**src/hdl/mkd_pkg.sv**
```systemverilog
// Shared types, constants and letter table for the Morse key decoder
package mkd_pkg;

  // Fixed field and register widths
  localparam int CfgWidth     = 10;
  localparam int CfgIdxWidth  = 2;
  localparam int KindWidth    = 2;
  localparam int LetterWidth  = 5;
  localparam int HeldWidth    = 3;
  localparam int MaxSymbols   = 4;
  localparam int NumLetters   = 26;
  localparam int DefCountWidth = 10;

  // Event queue between front and back
  localparam int QueueDepth   = 4;
  localparam int QPtrWidth    = $clog2(QueueDepth);
  localparam int QCntWidth    = $clog2(QueueDepth + 1);

  // Register indexes
  localparam logic [CfgIdxWidth-1:0] REG_DOT_MAX    = 2'd0;
  localparam logic [CfgIdxWidth-1:0] REG_LONG_PRESS = 2'd1;
  localparam logic [CfgIdxWidth-1:0] REG_GAP        = 2'd2;

  // Register reset values
  localparam logic [CfgWidth-1:0] DOT_MAX_RESET    = 10'd249;
  localparam logic [CfgWidth-1:0] LONG_PRESS_RESET = 10'd700;
  localparam logic [CfgWidth-1:0] GAP_RESET        = 10'd700;

  // Event kinds
  localparam logic [KindWidth-1:0] EV_SYMBOL   = 2'd0;
  localparam logic [KindWidth-1:0] EV_LETTER   = 2'd1;
  localparam logic [KindWidth-1:0] EV_UNKNOWN  = 2'd2;
  localparam logic [KindWidth-1:0] EV_TOO_LONG = 2'd3;

  // Letter codes: {length, pattern}, pattern bit i set = symbol i is a dash
  localparam logic [6:0] LETTER_CODE [NumLetters] = '{
    7'h22, 7'h41, 7'h45, 7'h31, 7'h10, 7'h44, 7'h33, 7'h40, 7'h20, 7'h4E,
    7'h35, 7'h42, 7'h23, 7'h21, 7'h37, 7'h46, 7'h4B, 7'h32, 7'h30, 7'h11,
    7'h34, 7'h48, 7'h36, 7'h49, 7'h4D, 7'h43
  };

  // Classified event handed from front to back
  typedef struct packed {
    logic [KindWidth-1:0]  kind;    // EV_LETTER here means "decode request"
    logic                  dash;
    logic [HeldWidth-1:0]  held;    // code length for a decode request
    logic [MaxSymbols-1:0] bits;    // code pattern for a decode request
    logic                  ovf;     // code overflowed, decodes as unknown
    logic [HeldWidth-1:0]  count;   // symbols held after the event
  } mkd_ev_t;

endpackage

```
**src/hdl/mkd_front.sv**
```systemverilog
// Front end: key timing, symbol collection and event classification
module mkd_front import mkd_pkg::*; #(
  parameter int COUNT_WIDTH = DefCountWidth
) (
  input  logic                   clk_i,
  input  logic                   rst_ni,
  input  logic                   in_valid_i,
  output logic                   in_ready_o,
  input  logic                   key_level_i,
  input  logic                   cfg_we_i,
  input  logic [CfgIdxWidth-1:0] cfg_index_i,
  input  logic [CfgWidth-1:0]    cfg_data_i,
  input  logic                   q_full_i,
  output logic                   push_o,
  output mkd_ev_t                ev_o
);

  localparam int CmpWidth = (COUNT_WIDTH > CfgWidth) ? COUNT_WIDTH : CfgWidth;
  localparam logic [COUNT_WIDTH-1:0] CntMax = '1;

  logic [CfgWidth-1:0]    dot_max_q, long_press_q, gap_ticks_q;
  logic                   was_down_q, was_down_d;
  logic [COUNT_WIDTH-1:0] press_q, press_d;
  logic [COUNT_WIDTH-1:0] gap_q, gap_d, gap_inc;
  logic [MaxSymbols-1:0]  bits_q, bits_d;
  logic [HeldWidth-1:0]   held_q, held_d;
  logic                   ovf_q, ovf_d;
  logic                   accept;
  logic                   dash;
  logic [CmpWidth-1:0]    dur_x, gap_x;

  assign in_ready_o = !q_full_i;
  assign accept     = in_valid_i && in_ready_o;

  // Configuration registers
  always_ff @(posedge clk_i or negedge rst_ni) begin
    if (!rst_ni) begin
      dot_max_q    <= DOT_MAX_RESET;
      long_press_q <= LONG_PRESS_RESET;
      gap_ticks_q  <= GAP_RESET;
    end else if (cfg_we_i) begin
      case (cfg_index_i)
        REG_DOT_MAX:    dot_max_q    <= cfg_data_i;
        REG_LONG_PRESS: long_press_q <= cfg_data_i;
        REG_GAP:        gap_ticks_q  <= cfg_data_i;
        default: ;
      endcase
    end
  end

  assign dur_x   = CmpWidth'(press_q);
  assign gap_inc = (gap_q < CntMax) ? gap_q + 1'b1 : gap_q;
  assign gap_x   = CmpWidth'(gap_inc);
  assign dash    = dur_x > CmpWidth'(dot_max_q);

  // Per-sample state update and event selection
  always_comb begin
    was_down_d = was_down_q;
    press_d    = press_q;
    gap_d      = gap_q;
    bits_d     = bits_q;
    held_d     = held_q;
    ovf_d      = ovf_q;
    push_o     = 1'b0;
    ev_o       = '0;
    if (accept) begin
      if (key_level_i) begin
        // press in progress
        press_d    = !was_down_q ? COUNT_WIDTH'(1)
                   : (press_q < CntMax) ? press_q + 1'b1 : press_q;
        was_down_d = 1'b1;
      end else if (was_down_q) begin
        // release: classify the press
        was_down_d = 1'b0;
        press_d    = '0;
        gap_d      = '0;
        push_o     = 1'b1;
        if (dur_x > CmpWidth'(long_press_q)) begin
          bits_d  = '0;
          held_d  = '0;
          ovf_d   = 1'b0;
          ev_o.kind = EV_TOO_LONG;
        end else begin
          if (held_q < HeldWidth'(MaxSymbols)) begin
            bits_d = bits_q | (MaxSymbols'(dash) << held_q[1:0]);
            held_d = held_q + 1'b1;
          end else begin
            ovf_d = 1'b1;
          end
          ev_o.kind  = EV_SYMBOL;
          ev_o.dash  = dash;
          ev_o.count = held_d;
        end
      end else if (held_q != '0) begin
        // idle with code held: count the gap, decode past the limit
        if (gap_x > CmpWidth'(gap_ticks_q)) begin
          push_o    = 1'b1;
          ev_o.kind = EV_LETTER;
          ev_o.held = held_q;
          ev_o.bits = bits_q;
          ev_o.ovf  = ovf_q;
          bits_d    = '0;
          held_d    = '0;
          ovf_d     = 1'b0;
          gap_d     = '0;
        end else begin
          gap_d = gap_inc;
        end
      end
    end
  end

  always_ff @(posedge clk_i or negedge rst_ni) begin
    if (!rst_ni) begin
      was_down_q <= 1'b0;
      press_q    <= '0;
      gap_q      <= '0;
      bits_q     <= '0;
      held_q     <= '0;
      ovf_q      <= 1'b0;
    end else begin
      was_down_q <= was_down_d;
      press_q    <= press_d;
      gap_q      <= gap_d;
      bits_q     <= bits_d;
      held_q     <= held_d;
      ovf_q      <= ovf_d;
    end
  end

endmodule

```
**src/hdl/mkd_queue.sv**
```systemverilog
// Small event queue decoupling the front end from the result stage
module mkd_queue import mkd_pkg::*; (
  input  logic    clk_i,
  input  logic    rst_ni,
  input  logic    push_i,
  input  mkd_ev_t push_data_i,
  input  logic    pop_i,
  output mkd_ev_t head_o,
  output logic    empty_o,
  output logic    full_o
);

  mkd_ev_t              slot_q [QueueDepth];
  logic [QPtrWidth-1:0] wr_ptr_q, rd_ptr_q;
  logic [QCntWidth-1:0] count_q;
  logic                 do_push, do_pop;

  assign empty_o = (count_q == '0);
  assign full_o  = (count_q == QCntWidth'(QueueDepth));
  assign do_push = push_i && !full_o;
  assign do_pop  = pop_i && !empty_o;
  assign head_o  = slot_q[rd_ptr_q];

  // Storage
  always_ff @(posedge clk_i) begin
    if (do_push) begin
      slot_q[wr_ptr_q] <= push_data_i;
    end
  end

  // Pointers and fill count
  always_ff @(posedge clk_i or negedge rst_ni) begin
    if (!rst_ni) begin
      wr_ptr_q <= '0;
      rd_ptr_q <= '0;
      count_q  <= '0;
    end else begin
      if (do_push) wr_ptr_q <= wr_ptr_q + 1'b1;
      if (do_pop)  rd_ptr_q <= rd_ptr_q + 1'b1;
      case ({do_push, do_pop})
        2'b10:   count_q <= count_q + 1'b1;
        2'b01:   count_q <= count_q - 1'b1;
        default: ;
      endcase
    end
  end

endmodule

```
**src/hdl/mkd_back.sv**
```systemverilog
// Back end: letter lookup and output register
module mkd_back import mkd_pkg::*; (
  input  logic                   clk_i,
  input  logic                   rst_ni,
  input  logic                   q_empty_i,
  input  mkd_ev_t                head_i,
  output logic                   pop_o,
  output logic                   out_valid_o,
  input  logic                   out_ready_i,
  output logic [KindWidth-1:0]   event_kind_o,
  output logic                   symbol_is_dash_o,
  output logic [LetterWidth-1:0] letter_index_o,
  output logic [HeldWidth-1:0]   symbol_count_o
);

  logic                   out_valid_q;
  logic [KindWidth-1:0]   kind_q, kind_d;
  logic                   dash_q;
  logic [LetterWidth-1:0] letter_q, letter_d;
  logic [HeldWidth-1:0]   count_q;
  logic                   found;
  logic [LetterWidth-1:0] match_idx;
  logic [6:0]             key_code;

  assign pop_o    = !q_empty_i && (!out_valid_q || out_ready_i);
  assign key_code = {head_i.held, head_i.bits};

  // Parallel match against the letter table
  always_comb begin
    found     = 1'b0;
    match_idx = '0;
    for (int i = 0; i < NumLetters; i++) begin
      if (LETTER_CODE[i] == key_code) begin
        found     = 1'b1;
        match_idx = LetterWidth'(i);
      end
    end
  end

  // Final event kind and letter
  always_comb begin
    kind_d   = head_i.kind;
    letter_d = '0;
    if (head_i.kind == EV_LETTER) begin
      if (found && !head_i.ovf) begin
        letter_d = match_idx;
      end else begin
        kind_d = EV_UNKNOWN;
      end
    end
  end

  always_ff @(posedge clk_i or negedge rst_ni) begin
    if (!rst_ni) begin
      out_valid_q <= 1'b0;
    end else if (pop_o) begin
      out_valid_q <= 1'b1;
    end else if (out_ready_i) begin
      out_valid_q <= 1'b0;
    end
  end

  always_ff @(posedge clk_i) begin
    if (pop_o) begin
      kind_q   <= kind_d;
      dash_q   <= head_i.dash;
      letter_q <= letter_d;
      count_q  <= head_i.count;
    end
  end

  assign out_valid_o      = out_valid_q;
  assign event_kind_o     = kind_q;
  assign symbol_is_dash_o = dash_q;
  assign letter_index_o   = letter_q;
  assign symbol_count_o   = count_q;

endmodule

```
**src/hdl/morse_key_decoder_core.sv**
```systemverilog
// Path: each event is registered in a queue slot, then in the output register; while the
// output register is stalled, events wait in the queue.
// Throughput: one key sample per cycle; the front stalls only when the 4-entry event
// queue between front end and output register is full.
// Reset (rst_ni, async, active low): timing state and held code cleared, queue empty,
// output invalid; registers return to dot 249, long press 700, gap 700 ticks.
module morse_key_decoder_core import mkd_pkg::*; #(
  parameter int COUNT_WIDTH = DefCountWidth
) (
  input  logic                   clk_i,
  input  logic                   rst_ni,
  input  logic                   in_valid_i,
  output logic                   in_ready_o,
  input  logic                   key_level_i,
  input  logic                   cfg_we_i,
  input  logic [CfgIdxWidth-1:0] cfg_index_i,
  input  logic [CfgWidth-1:0]    cfg_data_i,
  output logic                   out_valid_o,
  input  logic                   out_ready_i,
  output logic [KindWidth-1:0]   event_kind_o,
  output logic                   symbol_is_dash_o,
  output logic [LetterWidth-1:0] letter_index_o,
  output logic [HeldWidth-1:0]   symbol_count_o
);

  mkd_ev_t push_ev, head_ev;
  logic    push, pop, q_full, q_empty;

  mkd_front #(
    .COUNT_WIDTH(COUNT_WIDTH)
  ) u_front (
    .clk_i      (clk_i),
    .rst_ni     (rst_ni),
    .in_valid_i (in_valid_i),
    .in_ready_o (in_ready_o),
    .key_level_i(key_level_i),
    .cfg_we_i   (cfg_we_i),
    .cfg_index_i(cfg_index_i),
    .cfg_data_i (cfg_data_i),
    .q_full_i   (q_full),
    .push_o     (push),
    .ev_o       (push_ev)
  );

  mkd_queue u_queue (
    .clk_i      (clk_i),
    .rst_ni     (rst_ni),
    .push_i     (push),
    .push_data_i(push_ev),
    .pop_i      (pop),
    .head_o     (head_ev),
    .empty_o    (q_empty),
    .full_o     (q_full)
  );

  mkd_back u_back (
    .clk_i           (clk_i),
    .rst_ni          (rst_ni),
    .q_empty_i       (q_empty),
    .head_i          (head_ev),
    .pop_o           (pop),
    .out_valid_o     (out_valid_o),
    .out_ready_i     (out_ready_i),
    .event_kind_o    (event_kind_o),
    .symbol_is_dash_o(symbol_is_dash_o),
    .letter_index_o  (letter_index_o),
    .symbol_count_o  (symbol_count_o)
  );

endmodule

```
**config.mk**
```make
export PLATFORM = sky130hd
export DESIGN_NAME = morse_key_decoder_core
export DESIGN_NICKNAME = d
export VERILOG_FILES = /design/src/hdl/mkd_pkg.sv /design/src/hdl/mkd_front.sv /design/src/hdl/mkd_queue.sv /design/src/hdl/mkd_back.sv /design/src/hdl/morse_key_decoder_core.sv
export SDC_FILE = /design/constraint.sdc
export NUM_CORES = 1
export LEC_CHECK = 0
export ABC_CLOCK_PERIOD_IN_PS = 6900
export BUFFER_PORTS_ARGS = -buffer_cell sky130_fd_sc_hd__buf_2
export CAP_MARGIN = 15
export CORE_ASPECT_RATIO = 1.75
export CORE_MARGIN = 3
export CORE_UTILIZATION = 46
export CTS_CLUSTER_SIZE = 40
export DETAILED_ROUTE_END_ITERATION = 12
export PLACE_DENSITY_LB_ADDON = 0.3
export SYNTH_ARGS = -nofsm -noshare
export SYNTH_HDL_FRONTEND = slang
export SYNTH_HIERARCHICAL = 1
export SYNTH_SLANG_ARGS = --single-unit
```
**constraint.sdc**
```tcl
create_clock -name clk_i -period 6.9 [get_ports clk_i]
set_input_delay 0.69 -clock clk_i [delete_from_list [all_inputs] [get_ports clk_i]]
set_output_delay 0.69 -clock clk_i [all_outputs]
set_load 0.1 [all_outputs]
```
==> impl_metrics.ini <==
[outcome]
run_status = complete, no violations

[worst_setup_path]
cp.required_ns = 7.24
worst_setup_path_end_kind = register
r2r.worst_path.cells = 19
timing.critical_path.arrival_ns = 4.84
worst_r2r_startpoint = u_front/gap_q[0]$_DFFE_PN0P_
worst_r2r_endpoint = u_queue/count_q[2]$_DFFE_PN0P_
ff2ff_setup_slack_ns = 2.40
worstSetupStartpointType = register
cp_max_fo = 7
setup.worst_path.class = register to register

[routing]
drt_iter0_markers = 230
drtAntennaViolNets = 0
routedWlPerCell_um = 17.1
detail_route.drc_violations = 0
via_count = 4653
routed_wire_length_mm = 14.0
detailedRoute.firstPassIterationCount = 5
routed_via_density = 5.72

[sta]
least_margin_pin_slew_ns = 0.977
setup_viols_final = 0
rsz0062_at_grt = no
maxSlewViolCount = 0
finalHoldViolations = 0
worst_slack_ns = 2.40
max_freq_mhz = 222
layout_min_cycle_time_ns = 4.50
slew_headroom = 0.349
fin_setup_tns_ns = 0
final.setup_skew_ns = 0.0101
finalCritPeriodShare = 0.653

[synthesis]
post_synth_inst_count = 586
asyncSetResetFlopFracSynth = 0.500
yosysSeqAreaShare = 0.530
combined_area_of_all_synthesized_cells_um2 = 7000
synth_cell_types = 76
mappedNetlistNets = 644
synth-warning-count = 6
number_of_enable_flip_flop_cells_after_synthesis = 67
postSynth.topFlopCell = sky130_fd_sc_hd__edfxtp_1
postSynthAreaPerCell_um2 = 11.9
flop_and_latch_count_out_of_synthesis = 134

[placed_design]
detailed_place_hpwl_mm = 10.2
dp_worst_setup_slack_ns = 2.44
buffer_ports.inserted = 30
placed_cells = 781
gp_congestion = 0.893

[clocking]
clkTransAtPathRegs_ns = 0.06
worstSkewPairLatency_ns = 0.41
postCtsHoldBufs = 0
clock_tree.buffer_depth = 2
cts_setup_buffers = 0
h-tree-depth = 4
cts.repair.resized = 0
tritoncts = done
cts.sink_count = 134
clock_tree.root_cell = sky130_fd_sc_hd__clkbuf_16
number_of_buffers_added_by_the_clock_tree_synthesis_step = 17

[grt]
grt_first_pass_wirelength_mm = 23.5
antenna_found_initial = 0
grt_max_degree = 68
remaining_overflow_grt = 0
grt_pass1_vias = 4868
global_route_usage_over_all_layers = 0.176

[floorplanning]
core_area_um2 = 14900
start_util = 0.470
io_pins = 31
die_area_um2 = 16800
die-height_um = 169
fp.dieW_um = 99.3
placementRows = 59

[run]
timing.max_cap.violations = 0

[final_layout]
areaGrowthSynthToFinish_pct = 11.9
final_cells = 814
fillers = 1276
nets = 676
drive_above_1_share = 0.211
n_antenna_cell = 0

[min_path]
holdCritPathClass = input pin to async pin

[power]
leakage_power_nw = 3.22
power.density_nw_per_um2 = 389
power_mw = 3.05
ir_drop_uv = 203
[worst max-delay path, cell delays in order (launching register included)]
cell                      delay, ns
sky130_fd_sc_hd__dfrtp_1       0.43
sky130_fd_sc_hd__ha_1          0.28
sky130_fd_sc_hd__and3_1        0.17
sky130_fd_sc_hd__a31oi_1       0.37
sky130_fd_sc_hd__nand3_1       0.18
sky130_fd_sc_hd__xnor2_1       0.21
sky130_fd_sc_hd__ha_1          0.27
sky130_fd_sc_hd__o21ai_0       0.08
sky130_fd_sc_hd__nor2_1        0.06
sky130_fd_sc_hd__or4_4         0.50
sky130_fd_sc_hd__a21oi_1       0.34
sky130_fd_sc_hd__nor2_1        0.14
sky130_fd_sc_hd__nor2b_2       0.23
sky130_fd_sc_hd__inv_1         0.08
sky130_fd_sc_hd__ha_1          0.18
sky130_fd_sc_hd__inv_1         0.07
sky130_fd_sc_hd__fa_1          0.43
sky130_fd_sc_hd__xor2_1        0.16
sky130_fd_sc_hd__nor2_1        0.11
sky130_fd_sc_hd__xor2_1        0.15
[where the power goes]
part	internal, mW	switching, mW
combinational	0.377	0.708
sequential	1.00	0.108
clock	0.507	0.346
[how the worst max path moves through the flow]
stage / end / slack, ns / cells after the start / startpoint
finish: u_queue/count_q[2]$_DFFE_PN0P_ / 2.40 / 19 / u_front/gap_q[0]$_DFFE_PN0P_
global placement: u_queue/count_q[2]$_DFFE_PN0P_ / 2.57 / 19 / u_front/gap_q[0]$_DFFE_PN0P_
CTS: u_queue/count_q[2]$_DFFE_PN0P_ / 2.39 / 19 / u_front/gap_q[0]$_DFFE_PN0P_
global route: u_queue/count_q[2]$_DFFE_PN0P_ / 2.11 / 19 / u_front/gap_q[0]$_DFFE_PN0P_
floorplan: u_queue/count_q[2]$_DFFE_PN0P_ / 2.88 / 19 / u_front/gap_q[0]$_DFFE_PN0P_
detailed placement: u_queue/count_q[2]$_DFFE_PN0P_ / 2.44 / 19 / u_front/gap_q[0]$_DFFE_PN0P_
[registers in the layout (all words and copies together), names as in the netlist, 2 cells and up]
name and cells:
u_front/dot_max_q 10, u_queue/wr_ptr_q 2, u_back/letter_index_o 5, u_front/dur_x 10, u_front/held_q 3, u_back/event_kind_o 2
u_front/gap_q 10, u_queue/rd_ptr_q 2, u_front/gap_ticks_q 10, u_front/bits_q 4, u_queue/slot_q 56, u_back/symbol_count_o 3
u_queue/count_q 3, u_front/long_press_q 10
[routing by layer]
layer	routed length, µm	vias up	GRT usage
met3	364	27	0.0321
met2	7740	93	0.321
li1	-	2225	-
met5	0	-	0
met4	428	0	0.0904
met1	5420	2308	0.191
[cell usage after synthesis (11+ instances only)]
| cell | n | share of area |
|---|---|---|
| sky130_fd_sc_hd__nand2b_1 | 11 | 0.0098 |
| sky130_fd_sc_hd__o21ai_0 | 31 | 0.022 |
| sky130_fd_sc_hd__inv_1 | 54 | 0.029 |
| sky130_fd_sc_hd__mux2_2 | 24 | 0.039 |
| sky130_fd_sc_hd__nor3_1 | 15 | 0.011 |
| sky130_fd_sc_hd__edfxtp_1 | 67 | 0.29 |
| sky130_fd_sc_hd__nor2_1 | 34 | 0.018 |
| sky130_fd_sc_hd__a31oi_1 | 12 | 0.011 |
| sky130_fd_sc_hd__dfstp_2 | 18 | 0.068 |
| sky130_fd_sc_hd__a21oi_1 | 17 | 0.012 |
| sky130_fd_sc_hd__dfrtp_1 | 49 | 0.18 |
| sky130_fd_sc_hd__ha_1 | 39 | 0.070 |
| sky130_fd_sc_hd__nand3_1 | 13 | 0.0093 |
| sky130_fd_sc_hd__nand2_1 | 38 | 0.020 |
[logic make-up (layout without fill, tap and decap cells)]
family	after synthesis	in the layout	share of synthesized area
AOI/OAI and AO/OA	113	113	0.109
xor gates and xnor gates	16	16	0.0200
adders and majority gates	40	40	0.0726
buffers and inverters	76	121	0.0493
DFF	134	134	0.530
muxes	40	40	0.0897
and+or+nand+nor	167	167	0.130
[through the flow]
stage | hold WS (ns) | cell area [µm²] | utilization
6_report | 0.461 | 7840 | 0.526
5_1_grt | 0.507 | 7840 | 0.526
4_1_cts | 0.489 | 7830 | 0.525
3_5_place_dp | 0.482 | 7270 | 0.487
3_3_place_gp | 0.463 | 7270 | 0.487
2_1_floorplan | 0.394 | 7000 | -
[cell type report]
class                           count  area, µm²  share of cell area
Tap cell                          183        229              0.0292
Timing Repair Buffer               35        188              0.0240
Clock inverter                     14        121              0.0155
Sequential cell                   134       3710               0.474
Multi-Input combinational cell    376       2950               0.376
Clock buffer                       18        439              0.0560
Inverter                           54        203              0.0259
[layout by cell type (no fill, tap or decap), drive strengths merged, types with 12 or more instances in the layout]
master,instances
edfxtp,67
clkbuf,18
nor2,34
dfrtp,49
nand2b,12
nor3,15
nand3,13
o21ai,33
buf,35
mux4,14
ha,39
dfstp,18
a31oi,12
nand2,38
mux2,24
inv,59
a21oi,19
No activity file was read; power rests on OpenSTA's default activity.
